==> config.mk <==
export PLATFORM = sky130hd
export DESIGN_NAME = stack_machine_executor_core
export DESIGN_NICKNAME = d
export VERILOG_FILES = /design/src/rtl/sme_pkg.sv /design/src/rtl/stack_machine_executor_core.sv /design/src/rtl/sme_datapath.sv /design/src/rtl/sme_control.sv
export VERILOG_INCLUDE_DIRS = /design/src /design/src/rtl
export SDC_FILE = /design/constraint.sdc
export NUM_CORES = 2
export LEC_CHECK = 0
export ABC_AREA = 1
export BUFFER_PORTS_ARGS = -buffer_cell sky130_fd_sc_hd__buf_2
export CAP_MARGIN = 15
export CORE_MARGIN = 2
export CORE_UTILIZATION = 55
export CTS_CLUSTER_SIZE = 30
export DETAILED_ROUTE_END_ITERATION = 7
export PLACE_DENSITY = 0.71
export SYNTH_ARGS = -nofsm -noshare
export SYNTH_HDL_FRONTEND = slang
export SYNTH_SLANG_ARGS = --single-unit
==> constraint.sdc <==
create_clock -name aclk -period 12.9 [get_ports aclk]
set_input_delay 3.225 -clock aclk [delete_from_list [all_inputs] [get_ports aclk]]
set_output_delay 3.225 -clock aclk [all_outputs]
set_load 0.1 [all_outputs]
==> src/rtl/stack_machine_executor_core_assert.svh <==
// ----------------------------------------------------------------------------
// Assertion macros for the stack machine executor
// Shared concurrent assertion forms used by the controller module.
// ----------------------------------------------------------------------------
`ifndef STACK_MACHINE_EXECUTOR_CORE_ASSERT_SVH
`define STACK_MACHINE_EXECUTOR_CORE_ASSERT_SVH

// Implication checked at every clock edge outside reset.
`define SME_ASSERT_IMP(label, clk, rstn, ante, cons, msg) \
    label: assert property (@(posedge clk) disable iff (!rstn) (ante) |-> (cons)) \
        else $error(msg);

// Next-cycle implication checked outside reset.
`define SME_ASSERT_NEXT(label, clk, rstn, ante, cons, msg) \
    label: assert property (@(posedge clk) disable iff (!rstn) (ante) |=> (cons)) \
        else $error(msg);

`endif

==> src/rtl/sme_pkg.sv <==
// ----------------------------------------------------------------------------
// Stack machine executor package
// Shared constants, opcode and status codes, and controller/datapath types.
// ----------------------------------------------------------------------------
package sme_pkg;

    localparam int STACK_DEPTH = 16;
    localparam int SP_W        = $clog2(STACK_DEPTH + 1);
    localparam int ADDR_W      = $clog2(STACK_DEPTH);
    localparam int DATA_W      = 32;
    localparam int IMM_W       = 24;
    localparam int CNT_W       = $clog2(DATA_W + 1);

    localparam logic [7:0] OP_HALT  = 8'd0;
    localparam logic [7:0] OP_PUSHC = 8'd1;
    localparam logic [7:0] OP_ADD   = 8'd2;
    localparam logic [7:0] OP_SUB   = 8'd3;
    localparam logic [7:0] OP_MUL   = 8'd4;
    localparam logic [7:0] OP_DIV   = 8'd5;
    localparam logic [7:0] OP_MOD   = 8'd6;
    localparam logic [7:0] OP_RDINT = 8'd7;
    localparam logic [7:0] OP_WRINT = 8'd8;
    localparam logic [7:0] OP_RDCHR = 8'd9;
    localparam logic [7:0] OP_WRCHR = 8'd10;

    localparam logic [2:0] ST_OK    = 3'd0;
    localparam logic [2:0] ST_HALT  = 3'd1;
    localparam logic [2:0] ST_UNDER = 3'd2;
    localparam logic [2:0] ST_OVER  = 3'd3;
    localparam logic [2:0] ST_DIV0  = 3'd4;
    localparam logic [2:0] ST_ILL   = 3'd5;

    localparam logic [1:0] KIND_NONE = 2'd0;
    localparam logic [1:0] KIND_INT  = 2'd1;
    localparam logic [1:0] KIND_CHR  = 2'd2;

    // Operation selected by the controller for the datapath.
    typedef enum logic [2:0] {
        DOP_PUSH = 3'd0,
        DOP_POP  = 3'd1,
        DOP_ADD  = 3'd2,
        DOP_SUB  = 3'd3,
        DOP_MUL  = 3'd4,
        DOP_DIV  = 3'd5,
        DOP_MOD  = 3'd6
    } dop_t;

    typedef struct packed {
        logic             fetch;     // read top and second entries
        logic             start;     // latch operands and begin operation
        logic             commit;    // write result, update stack pointer
        dop_t             op;
        logic [DATA_W-1:0] push_val;
    } dp_cmd_t;

    typedef struct packed {
        logic              done;     // result ready for commit
        logic              top_zero;
        logic [SP_W-1:0]   sp;
        logic [DATA_W-1:0] pop_val;
    } dp_stat_t;

endpackage

==> src/rtl/stack_machine_executor_core.sv <==
// Sequencing: each input transfer passes through the fetch and check states, then the run
// state for add, sub, mul, div and mod when no fault is found, then the done state, after
// which the result is presented; div and mod run the 32 steps of the one-bit-per-cycle divider.
// Throughput: one instruction at a time; the next input transfer can be taken in the cycle in
// which the result is first presented, and a stalled result holds the next one in the fetch state.
// Reset (aresetn low, synchronous) empties the stack, clears the halted flag and drops
// any pending result; stack entries themselves keep their contents.
// ----------------------------------------------------------------------------
// Stack machine executor core
// Executes one stack-machine instruction per input transfer and returns one
// status result per instruction on the master stream.
// ----------------------------------------------------------------------------
module stack_machine_executor_core (
    input  logic        aclk,
    input  logic        aresetn,
    input  logic        s_tvalid,
    output logic        s_tready,
    input  logic [63:0] s_tdata,  // cmd[7:0], immediate[31:8], read_value[63:32]
    output logic        m_tvalid,
    input  logic        m_tready,
    output logic [47:0] m_tdata   // status[2:0], out_kind[4:3], out_value[36:5],
                                  // depth[41:37], zero fill [47:42]
);

    // Controller and datapath exchange only command and status structs.
    sme_pkg::dp_cmd_t  dp_cmd;
    sme_pkg::dp_stat_t dp_stat;
    logic [2:0]                 status;
    logic [1:0]                 out_kind;
    logic [sme_pkg::DATA_W-1:0] out_value;
    logic [4:0]                 depth;

    sme_control u_ctrl (
        .aclk      (aclk),
        .aresetn   (aresetn),
        .in_valid  (s_tvalid),
        .in_ready  (s_tready),
        .in_cmd    (s_tdata[7:0]),
        .in_imm    (s_tdata[31:8]),
        .in_rdv    (s_tdata[63:32]),
        .out_valid (m_tvalid),
        .out_ready (m_tready),
        .out_status(status),
        .out_kind  (out_kind),
        .out_value (out_value),
        .out_depth (depth),
        .dp_cmd    (dp_cmd),
        .dp_stat   (dp_stat)
    );

    sme_datapath u_dp (
        .aclk   (aclk),
        .aresetn(aresetn),
        .cmd    (dp_cmd),
        .stat   (dp_stat)
    );

    // Result fields packed from the lowest bit up, zero filled to whole bytes.
    assign m_tdata = {6'b0, depth, out_value, out_kind, status};

endmodule

==> src/rtl/sme_datapath.sv <==
// ----------------------------------------------------------------------------
// Stack machine datapath
// Operand stack memory, stack pointer, ALU, multiplier and serial divider.
// ----------------------------------------------------------------------------
module sme_datapath (
    input  logic             aclk,
    input  logic             aresetn,
    input  sme_pkg::dp_cmd_t cmd,
    output sme_pkg::dp_stat_t stat
);

    logic [sme_pkg::DATA_W-1:0] mem [sme_pkg::STACK_DEPTH];
    logic [sme_pkg::SP_W-1:0]   sp_reg;
    logic [sme_pkg::DATA_W-1:0] top_reg, sec_reg;
    logic [sme_pkg::DATA_W-1:0] a_reg, b_reg, res_reg;
    logic [sme_pkg::DATA_W-1:0] q_reg, r_reg, dm_reg;
    logic                       neg_q_reg, neg_r_reg;
    logic [sme_pkg::CNT_W-1:0]  cnt_reg;
    logic                       busy_reg, done_reg;
    sme_pkg::dop_t              op_reg;
    logic [sme_pkg::ADDR_W-1:0] a_top, a_sec, a_wr;
    logic [sme_pkg::DATA_W:0]   trial;
    logic [sme_pkg::DATA_W-1:0] r_shift;
    logic                       is_div;

    assign a_top = sme_pkg::ADDR_W'(sp_reg - sme_pkg::SP_W'(1));
    assign a_sec = sme_pkg::ADDR_W'(sp_reg - sme_pkg::SP_W'(2));
    assign a_wr  = (cmd.op == sme_pkg::DOP_PUSH) ? sme_pkg::ADDR_W'(sp_reg) : a_sec;
    assign is_div = (op_reg == sme_pkg::DOP_DIV) || (op_reg == sme_pkg::DOP_MOD);

    // One restoring division step per cycle.
    assign r_shift = {r_reg[sme_pkg::DATA_W-2:0], q_reg[sme_pkg::DATA_W-1]};
    assign trial   = {1'b0, r_shift} - {1'b0, dm_reg};

    always_ff @(posedge aclk) begin
        if (cmd.fetch) begin
            top_reg <= mem[a_top];
            sec_reg <= mem[a_sec];
        end
        if (cmd.commit && (cmd.op == sme_pkg::DOP_PUSH)) begin
            mem[a_wr] <= cmd.push_val;
        end else if (cmd.commit && (cmd.op != sme_pkg::DOP_POP)) begin
            mem[a_wr] <= res_reg;
        end
    end

    always_ff @(posedge aclk) begin
        if (!aresetn) begin
            sp_reg   <= '0;
            busy_reg <= 1'b0;
            done_reg <= 1'b0;
            cnt_reg  <= '0;
        end else begin
            done_reg <= 1'b0;
            if (cmd.commit) begin
                unique case (cmd.op)
                    sme_pkg::DOP_PUSH: sp_reg <= sp_reg + sme_pkg::SP_W'(1);
                    default:           sp_reg <= sp_reg - sme_pkg::SP_W'(1);
                endcase
            end
            if (cmd.start) begin
                busy_reg <= 1'b1;
                cnt_reg  <= sme_pkg::CNT_W'(sme_pkg::DATA_W);
            end else if (busy_reg) begin
                if (!is_div || cnt_reg == '0) begin
                    busy_reg <= 1'b0;
                    done_reg <= 1'b1;
                end else begin
                    cnt_reg <= cnt_reg - sme_pkg::CNT_W'(1);
                end
            end
        end
    end

    always_ff @(posedge aclk) begin
        if (cmd.start) begin
            op_reg    <= cmd.op;
            a_reg     <= sec_reg;
            b_reg     <= top_reg;
            q_reg     <= sec_reg[sme_pkg::DATA_W-1] ? -sec_reg : sec_reg;
            dm_reg    <= top_reg[sme_pkg::DATA_W-1] ? -top_reg : top_reg;
            r_reg     <= '0;
            neg_q_reg <= sec_reg[sme_pkg::DATA_W-1] ^ top_reg[sme_pkg::DATA_W-1];
            neg_r_reg <= sec_reg[sme_pkg::DATA_W-1];
        end else if (busy_reg) begin
            if (is_div && cnt_reg != '0) begin
                if (!trial[sme_pkg::DATA_W]) begin
                    r_reg <= trial[sme_pkg::DATA_W-1:0];
                    q_reg <= {q_reg[sme_pkg::DATA_W-2:0], 1'b1};
                end else begin
                    r_reg <= r_shift;
                    q_reg <= {q_reg[sme_pkg::DATA_W-2:0], 1'b0};
                end
            end else begin
                case (op_reg)
                    sme_pkg::DOP_ADD: res_reg <= a_reg + b_reg;
                    sme_pkg::DOP_SUB: res_reg <= a_reg - b_reg;
                    sme_pkg::DOP_MUL: res_reg <= a_reg * b_reg;
                    sme_pkg::DOP_DIV: res_reg <= neg_q_reg ? -q_reg : q_reg;
                    default:          res_reg <= neg_r_reg ? -r_reg : r_reg;
                endcase
            end
        end
    end

    assign stat.done     = done_reg;
    assign stat.top_zero = (top_reg == '0);
    assign stat.sp       = sp_reg;
    assign stat.pop_val  = top_reg;

endmodule

==> src/rtl/sme_control.sv <==
// ----------------------------------------------------------------------------
// Stack machine controller
// Decodes one instruction, checks faults and sequences the datapath.
// ----------------------------------------------------------------------------
`include "stack_machine_executor_core_assert.svh"

module sme_control (
    input  logic                       aclk,
    input  logic                       aresetn,
    input  logic                       in_valid,
    output logic                       in_ready,
    input  logic [7:0]                 in_cmd,
    input  logic [sme_pkg::IMM_W-1:0]  in_imm,
    input  logic [sme_pkg::DATA_W-1:0] in_rdv,
    output logic                       out_valid,
    input  logic                       out_ready,
    output logic [2:0]                 out_status,
    output logic [1:0]                 out_kind,
    output logic [sme_pkg::DATA_W-1:0] out_value,
    output logic [4:0]                 out_depth,
    output sme_pkg::dp_cmd_t           dp_cmd,
    input  sme_pkg::dp_stat_t          dp_stat
);

    typedef enum logic [4:0] {
        S_IDLE  = 5'b00001,
        S_FETCH = 5'b00010,
        S_CHECK = 5'b00100,
        S_RUN   = 5'b01000,
        S_DONE  = 5'b10000
    } state_t;

    state_t                     state_reg, state_next;
    logic                       halted_reg;
    logic [7:0]                 cmd_reg;
    logic [sme_pkg::DATA_W-1:0] pval_reg;
    logic                       ovalid_reg;
    logic [2:0]                 ostat_reg;
    logic [1:0]                 okind_reg;
    logic [sme_pkg::DATA_W-1:0] oval_reg;
    logic [4:0]                 odepth_reg;
    sme_pkg::dop_t              op;
    logic                       is_push, is_pop, is_bin;

    assign is_push = (cmd_reg == sme_pkg::OP_PUSHC) || (cmd_reg == sme_pkg::OP_RDINT)
                  || (cmd_reg == sme_pkg::OP_RDCHR);
    assign is_pop  = (cmd_reg == sme_pkg::OP_WRINT) || (cmd_reg == sme_pkg::OP_WRCHR);
    assign is_bin  = !is_push && !is_pop && (cmd_reg != sme_pkg::OP_HALT);

    always_comb begin
        unique case (cmd_reg) inside
            sme_pkg::OP_ADD: op = sme_pkg::DOP_ADD;
            sme_pkg::OP_SUB: op = sme_pkg::DOP_SUB;
            sme_pkg::OP_MUL: op = sme_pkg::DOP_MUL;
            sme_pkg::OP_DIV: op = sme_pkg::DOP_DIV;
            sme_pkg::OP_MOD: op = sme_pkg::DOP_MOD;
            sme_pkg::OP_WRINT, sme_pkg::OP_WRCHR: op = sme_pkg::DOP_POP;
            default:         op = sme_pkg::DOP_PUSH;
        endcase
    end

    // A new instruction may be taken while the previous result still waits.
    assign in_ready = (state_reg == S_IDLE);

    always_comb begin
        state_next = state_reg;
        unique case (state_reg)
            S_IDLE:  if (in_valid && in_ready) state_next = S_FETCH;
            // The result registers are rewritten in the check state, so the
            // instruction waits here until the previous result has left.
            S_FETCH: if (!ovalid_reg || out_ready) state_next = S_CHECK;
            S_CHECK: begin
                if (!halted_reg && cmd_reg <= sme_pkg::OP_WRCHR && is_bin
                    && dp_stat.sp >= sme_pkg::SP_W'(2)
                    && !((op == sme_pkg::DOP_DIV || op == sme_pkg::DOP_MOD)
                         && dp_stat.top_zero)) begin
                    state_next = S_RUN;
                end else begin
                    state_next = S_DONE;
                end
            end
            S_RUN:   if (dp_stat.done) state_next = S_DONE;
            S_DONE:  state_next = S_IDLE;
            default: state_next = S_IDLE;
        endcase
    end

    always_comb begin
        dp_cmd          = '0;
        dp_cmd.op       = op;
        dp_cmd.push_val = pval_reg;
        dp_cmd.fetch    = (state_reg == S_FETCH);
        dp_cmd.start    = (state_reg == S_CHECK) && (state_next == S_RUN);
        if (state_reg == S_CHECK && !halted_reg && cmd_reg <= sme_pkg::OP_WRCHR) begin
            if (is_push && dp_stat.sp < sme_pkg::SP_W'(sme_pkg::STACK_DEPTH)) begin
                dp_cmd.commit = 1'b1;
            end
            if (is_pop && dp_stat.sp != '0) begin
                dp_cmd.commit = 1'b1;
            end
        end
        if (state_reg == S_RUN && dp_stat.done) begin
            dp_cmd.commit = 1'b1;
        end
    end

    always_ff @(posedge aclk) begin
        if (!aresetn) begin
            state_reg  <= S_IDLE;
            halted_reg <= 1'b0;
            ovalid_reg <= 1'b0;
        end else begin
            state_reg <= state_next;
            if (out_valid && out_ready) begin
                ovalid_reg <= 1'b0;
            end
            if (state_reg == S_CHECK && !halted_reg && cmd_reg == sme_pkg::OP_HALT) begin
                halted_reg <= 1'b1;
            end
            if (state_reg == S_DONE) begin
                ovalid_reg <= 1'b1;
            end
        end
    end

    always_ff @(posedge aclk) begin
        if (in_valid && in_ready) begin
            cmd_reg <= in_cmd;
            case (in_cmd)
                sme_pkg::OP_PUSHC: pval_reg <= sme_pkg::DATA_W'(in_imm);
                sme_pkg::OP_RDCHR: pval_reg <= sme_pkg::DATA_W'(in_rdv[7:0]);
                default:           pval_reg <= in_rdv;
            endcase
        end
        if (state_reg == S_CHECK) begin
            ostat_reg <= sme_pkg::ST_OK;
            okind_reg <= sme_pkg::KIND_NONE;
            oval_reg  <= '0;
            if (halted_reg) begin
                ostat_reg <= sme_pkg::ST_HALT;
            end else if (cmd_reg > sme_pkg::OP_WRCHR) begin
                ostat_reg <= sme_pkg::ST_ILL;
            end else if (is_push) begin
                if (dp_stat.sp >= sme_pkg::SP_W'(sme_pkg::STACK_DEPTH)) begin
                    ostat_reg <= sme_pkg::ST_OVER;
                end
            end else if (is_pop) begin
                if (dp_stat.sp == '0) begin
                    ostat_reg <= sme_pkg::ST_UNDER;
                end else if (cmd_reg == sme_pkg::OP_WRINT) begin
                    okind_reg <= sme_pkg::KIND_INT;
                    oval_reg  <= dp_stat.pop_val;
                end else begin
                    okind_reg <= sme_pkg::KIND_CHR;
                    oval_reg  <= sme_pkg::DATA_W'(dp_stat.pop_val[7:0]);
                end
            end else if (is_bin) begin
                if (dp_stat.sp < sme_pkg::SP_W'(2)) begin
                    ostat_reg <= sme_pkg::ST_UNDER;
                end else if ((op == sme_pkg::DOP_DIV || op == sme_pkg::DOP_MOD)
                             && dp_stat.top_zero) begin
                    ostat_reg <= sme_pkg::ST_DIV0;
                end
            end
        end
        if (state_reg == S_DONE) begin
            odepth_reg <= 5'(dp_stat.sp);
        end
    end

    assign out_valid  = ovalid_reg;
    assign out_status = ostat_reg;
    assign out_kind   = okind_reg;
    assign out_value  = oval_reg;
    assign out_depth  = odepth_reg;

    `SME_ASSERT_IMP(a_one_hot, aclk, aresetn, 1'b1, $onehot(state_reg), "state not one-hot")
    `SME_ASSERT_IMP(a_no_accept_busy, aclk, aresetn, state_reg != S_IDLE, !in_ready,
                    "input accepted while busy")
    `SME_ASSERT_NEXT(a_done_valid, aclk, aresetn, state_reg == S_DONE, out_valid,
                     "result not presented after completion")

endmodule
; ---- Word level (Yosys, flattened, before mapping)
; Memories as Yosys holds them, arrays and structs flattened. A register that Yosys moved wholly into a read port is not among the register bits.
; Cells that the tools add are included.
[op_classes]
add_sub_neg = 11
multipliers = 1
div_mod_pow = 0
n_lt_le_gt_ge = 6
n_eq_ne = 27
shift = 0
muxes = 47
n_bitwise = 9
n_reduce_logical = 54
[ops]
columns = operator, count
row1 = 2-to-1 mux 32 bit, 8
row2 = negation 32 bit, 4
row3 = one-hot mux 32 bit (4 select lines), 1
row4 = one-hot mux 32 bit (2 select lines), 1
row5 = subtractor 32 x 32 -> 33 bit, 1
row6 = adder 32 bit, 1
row7 = "== test 8 x 3 -> 1 bit, second input constant", 4
row8 = "== test 8 x 4 -> 1 bit, second input constant", 4
row9 = logical NOT 32 bit, 1
row10 = multiplier 32 x 32 -> 32 bit, 1
row11 = subtractor 32 bit, 1
row12 = 2-to-1 mux 31 bit, 1
row13 = 2-to-1 mux 5 bit, 5
row14 = one-hot mux 5 bit (4 select lines), 1
row15 = logical AND 1 bit, 19
row16 = 2-to-1 mux 3 bit, 6
row17 = 2-to-1 mux 6 bit, 3
row18 = one-hot mux 3 bit (6 select lines), 1
row19 = "== test 8 x 1 -> 1 bit, second input constant", 2
row20 = "== test 8 x 2 -> 1 bit, second input constant", 2
row21 = 2-to-1 mux 1 bit, 16
row22 = "== test 3 bit, second input constant", 5
row23 = "== test 5 x 4 -> 1 bit, second input constant", 2
row24 = "> comparator 8 x 4 -> 1 bit, second input constant", 1
row25 = other kinds (37), 64
[totals]
regBits = 299
latchBits = 0
ramBits = 512
rom_bits = 0
input_bits = 68
out_inout_bits = 50
word_cells = 182
memories = 1
[memory_table]
columns = memory, words, word_bits, read_ports, rd_ports_with_merged_regs, write_ports, line_no
row1 = u_dp.mem, 16, 32, 2, 2, 1, sme_datapath.sv:12  ; logic [sme_pkg::DATA_W-1:0] mem [sme_pkg::STACK_DEPTH];

; ---- Logic depth before layout (Yosys ltp)
[depth]
depth_word = 15
mapped_depth = 35
ltp_nobuf = 33

; ---- Hierarchy
; Synthesis repeated with hierarchy kept, for this count alone.
[unflattened]
cells_unflattened = 7268
hier_area_um2 = 63079.2
[modules_own_cells]
columns = module, n_inst, cells_per_inst, area_per_inst_um2, seq_area_each_um2
row1 = sme_datapath, 1, 6903, 59219.3, 23092.1
row2 = sme_control, 1, 358, 3811.2, 2602.5
row3 = stack_machine_executor_core, 1, 7, 48.8, 0.0

; ---- Least setup slack after synthesis
; No wires, ideal clock.
[synth_timing]
path_type = reg2reg
start = reg u_ctrl.state_reg[1]
end = reg u_dp.res_reg[0] in the netlist's numbering, enable pin
setup_ns = 0.672
arrival_ns = 6.557
required_ns = 12.228
setup_slack_ns = 5.670
stages_incl_launch_ff = 7
path_buffers = 0
period_less_slack_ns = 7.230
cell_sequence = dfxtp_1 -> nor2_1 -> inv_2 -> nor4_4 -> inv_1 -> nor3_4 -> nor3_1
[synth_lines]
columns = element, line_no
row1 = start: declaration, sme_control.sv:33  ; state_t state_reg, state_next;
row2 = start signal: assignment, sme_control.sv:113  ; state_reg <= state_next;
row3 = end signal: assignment, sme_datapath.sv:96  ; sme_pkg::DOP_ADD: res_reg <= a_reg + b_reg;
row4 = end signal: assignment, sme_datapath.sv:97  ; sme_pkg::DOP_SUB: res_reg <= a_reg - b_reg;
row5 = end signal: assignment, sme_datapath.sv:98  ; sme_pkg::DOP_MUL: res_reg <= a_reg * b_reg;
row6 = end: declaration, sme_datapath.sv:15  ; logic [sme_pkg::DATA_W-1:0] a_reg, b_reg, res_reg;

; ---- Final worst setup path
[layout_timing]
start = reg u_dp.a_reg[13] in the netlist's numbering
end = reg u_dp.res_reg[31] in the netlist's numbering, data pin
[layout_via]
elab_chain_len = 2
elab_cells_between_ends = 4
cone_classes = 2 x add/sub / 1 x mul / 1 x mux
[layout_lines]
columns = element, line_no
row1 = start: declaration, sme_datapath.sv:15
row2 = start signal: assignment, sme_datapath.sv:78  ; a_reg <= sec_reg;
row3 = multiplier 32 x 32 -> 32 bit (tied with other cells), sme_datapath.sv:98
row4 = one-hot mux 32 bit (4 select lines) (*), sme_datapath.sv:95  ; case (op_reg)
row5 = end signal: assignment, sme_datapath.sv:96
row6 = end signal: assignment, sme_datapath.sv:98
row7 = end signal: assignment, sme_datapath.sv:99  ; sme_pkg::DOP_DIV: res_reg <= neg_q_reg ? -q_reg : q_reg;
; Every way passes the cells marked *; elsewhere a longest branch is shown, timed or not.
; A chain may end at the register's enable or synchronous reset.

==> impl_metrics.json <==
{
  "yosysWarnings": 0,
  "setup_viol": 0,
  "dieArea_um2": 117000,
  "grt_pass1_wl_um": 302000,
  "stdcell_area_um2": 67900,
  "tightest_slew_ns": 1.27,
  "rsz0062_at_grt": "no",
  "wire_per_inst_um": 23.1,
  "highest_layer": "met5",
  "routed-wl-met2_um": 91500,
  "fp.dieH_um": 343,
  "wl_met1_um": 77300,
  "io_buffers": 111,
  "clock_skew_ns": 0.0628,
  "grt_pass1_vias": 50300,
  "path_buf_inv": 5,
  "synth_cells": 7248,
  "synth_area_um2": 63100,
  "vdd.ir_drop.worst_mv": 0.122,
  "cts_tree": "done",
  "antenna_found_initial": 11,
  "synth_edf_count": 821,
  "cts_root_buf": "clkbuf_16",
  "ctsHtreeMaxLevel": 3,
  "drive_gt1_share_pct": 6.33,
  "io_pins": 118,
  "fin_crit_sh_pct": 58.3,
  "cpMaxStageDelayCell": "edfxtp_1",
  "slew_viol_final": 0,
  "start_util_pct": 55.3,
  "hold_path.class": "reg2reg",
  "die_w_um": 343,
  "viasPerCell": 6.00,
  "syn_to_final_growth_pct": 7.62,
  "grt_max_degree": 274,
  "routabilityCongestion": 1.08,
  "row_count": 124,
  "crit_path_cell_trace": "nand2_1 > inv_1 > fa_1 > fa_1 > fa_1 > inv_1 > fa_1 > inv_1 > fa_1 > inv_1 > fa_1 > inv_1 > fa_1 > fa_1 > ha_1 > a21oi_1 > o21ai_0 > a21oi_1 > nand3_1 > a21o_1 > a21oi_1 > nand2_1 > nand3_1 > nand3_1",
  "final.min_clock_period_ns": 7.52,
  "place_area_um2": 64800,
  "nNetsFinal": 7838,
  "clkLatencyLatePin_ns": 0.69,
  "pwr_density_cell_nw_per_um2": 89.2,
  "ys.flop_type": "edfxtp_1",
  "hold_viol_final": 0,
  "avgSynthCellArea_um2": 8.70,
  "slowest_delay_ns": 1.19,
  "relSlewSlack_pct": 15.2,
  "postCtsSetupBuffers": 0,
  "ant_nets": 0,
  "coreArea_um2": 114000,
  "drc": 0,
  "finalSetupTns_ns": 0,
  "wl_um": 202000,
  "path_clk_slew_ns": 0.06,
  "largest_reg_flops": 512,
  "grt.overflow.total": 0,
  "drtIter0Drc": 6514,
  "synth_cell_types": 69,
  "endpoint_kind": "flop",
  "vias": 52500,
  "routed-wl-met3_um": 21500,
  "ys_seq_area_share_pct": 40.8,
  "hpwl_um": 138000,
  "ctsHoldBuffers": 0,
  "critPathLaunchType": "flop",
  "synthArstFlopShare_pct": 0,
  "path_delay_family": "adder cells",
  "clock_sinks": 873,
  "cts_made_buffers": 91,
  "crit_fanout": 20,
  "power_leakage_uw": 0.0310,
  "status": "complete, no violations",
  "drv_cap": 0,
  "crit_type": "reg2reg",
  "max-clock-path-buffers": 3,
  "cpMostUsedCell": "fa_1",
  "dp.cells": 8577,
  "final_common_cell": "nand2_1",
  "cts.repair.resized": 0,
  "arrival_ns": 7.90,
  "synth-seq-cells": 873,
  "worst_hold_slack_ns": 0.471,
  "track_usage_pct": 34.3,
  "layout_common_cells": "nand2_1, inv_1, edfxtp_1, o21ai_0, nor2_1",
  "fmax_ghz": 0.133,
  "largest-register": "u_dp.mem",
  "stdcell_count": 8749,
  "first_pass_iters": 6,
  "required_ns": 13.28
}
[synth_stat cells, types with 21 or more instances]
master,instances,share of area (%)
buf_1,49,0.29
xnor2_1,44,0.61
clkbuf_1,303,1.8
o221ai_1,74,1.0
edfxtp_1,821,39
nand3_1,308,2.4
nor3_1,58,0.46
ha_1,201,4.0
inv_1,1285,7.7
xor2_1,108,1.5
nand2_1,1335,7.9
nor4_1,26,0.26
nand4_1,49,0.49
nor2_1,557,3.3
dfxtp_1,52,1.7
o21ai_0,737,5.9
o211ai_1,133,1.6
a21oi_1,370,2.9
fa_1,410,13
o22ai_1,66,0.65
or2_2,21,0.21
[worst reg2reg max path, cell delays in order, from the launching register on]
cell and delay [ns]:
edfxtp_1 1.19, nand2_1 0.13, inv_1 0.12, fa_1 0.42, fa_1 0.49, fa_1 0.51, inv_1 0.05, fa_1 0.47
inv_1 0.05, fa_1 0.49, inv_1 0.05, fa_1 0.53, inv_1 0.05, fa_1 0.49, fa_1 0.43, ha_1 0.38
a21oi_1 0.25, o21ai_0 0.12, a21oi_1 0.15, nand3_1 0.17, a21o_1 0.23, a21oi_1 0.23, nand2_1 0.08, nand3_1 0.07
nand3_1 0.07
[final cells by class]
type | count | area, um^2
clock buffers | 112 | 2420
flip-flops and latches | 873 | 25700
inverters | 1305 | 4920
repair buffers | 196 | 1220
clock inverters | 58 | 629
diodes | 1 | 2.50
multi-input cells | 4692 | 31100
fillers | 9714 | 46200
well taps | 1512 | 1890
[where the power goes]
| part | total (uW) | leakage, uW | switching, uW | internal, uW |
|---|---|---|---|---|
| Sequential | 3180 | 0.00790 | 28.0 | 3150 |
| Combinational | 166 | 0.0216 | 127 | 38.6 |
| Clock | 2710 | 0.00149 | 1160 | 1540 |
| Total | 6050 | 0.0310 | 1320 | 4740 |
[kinds of logic after synthesis]
family | share of synthesized area, %
compound gates | 13.5
simple gates | 15.7
fa+ha+maj | 17.0
other cells | 0.00595
mux | 0.691
flops | 40.8
buf+inv | 10.2
xor+xnor | 2.11
[per-layer routing]
metal	vias to the layer above	GRT usage (%)
met3	629	5.06
met1	25200	46.0
met5	-	0
met2	3060	54.4
li1	23600	-
met4	4	17.5
[metrics by stage]
stage	util [%]	setup WS [ns]	total power, uW
final	59.5	5.38	6050
after detailed placement	56.8	5.51	3400
after floorplan	-	5.67	3330
after CTS	59.5	5.50	6070
after global placement	56.8	5.53	3400
after global routing	59.5	5.11	6200
[final timing paths]
check	slack (ns)	cells past startpoint	endpoint	from
hold reg to reg	0.47	0	u_dp.b_reg[1]	u_dp.top_reg[1]
hold / removal	0.47	0	u_dp.b_reg[1]	u_dp.top_reg[1]
setup / recovery	5.38	24	u_dp.res_reg[31]	u_dp.a_reg[13]
setup reg to reg	5.38	24	u_dp.res_reg[31]	u_dp.a_reg[13]
(Power assumes the default switching activity.)
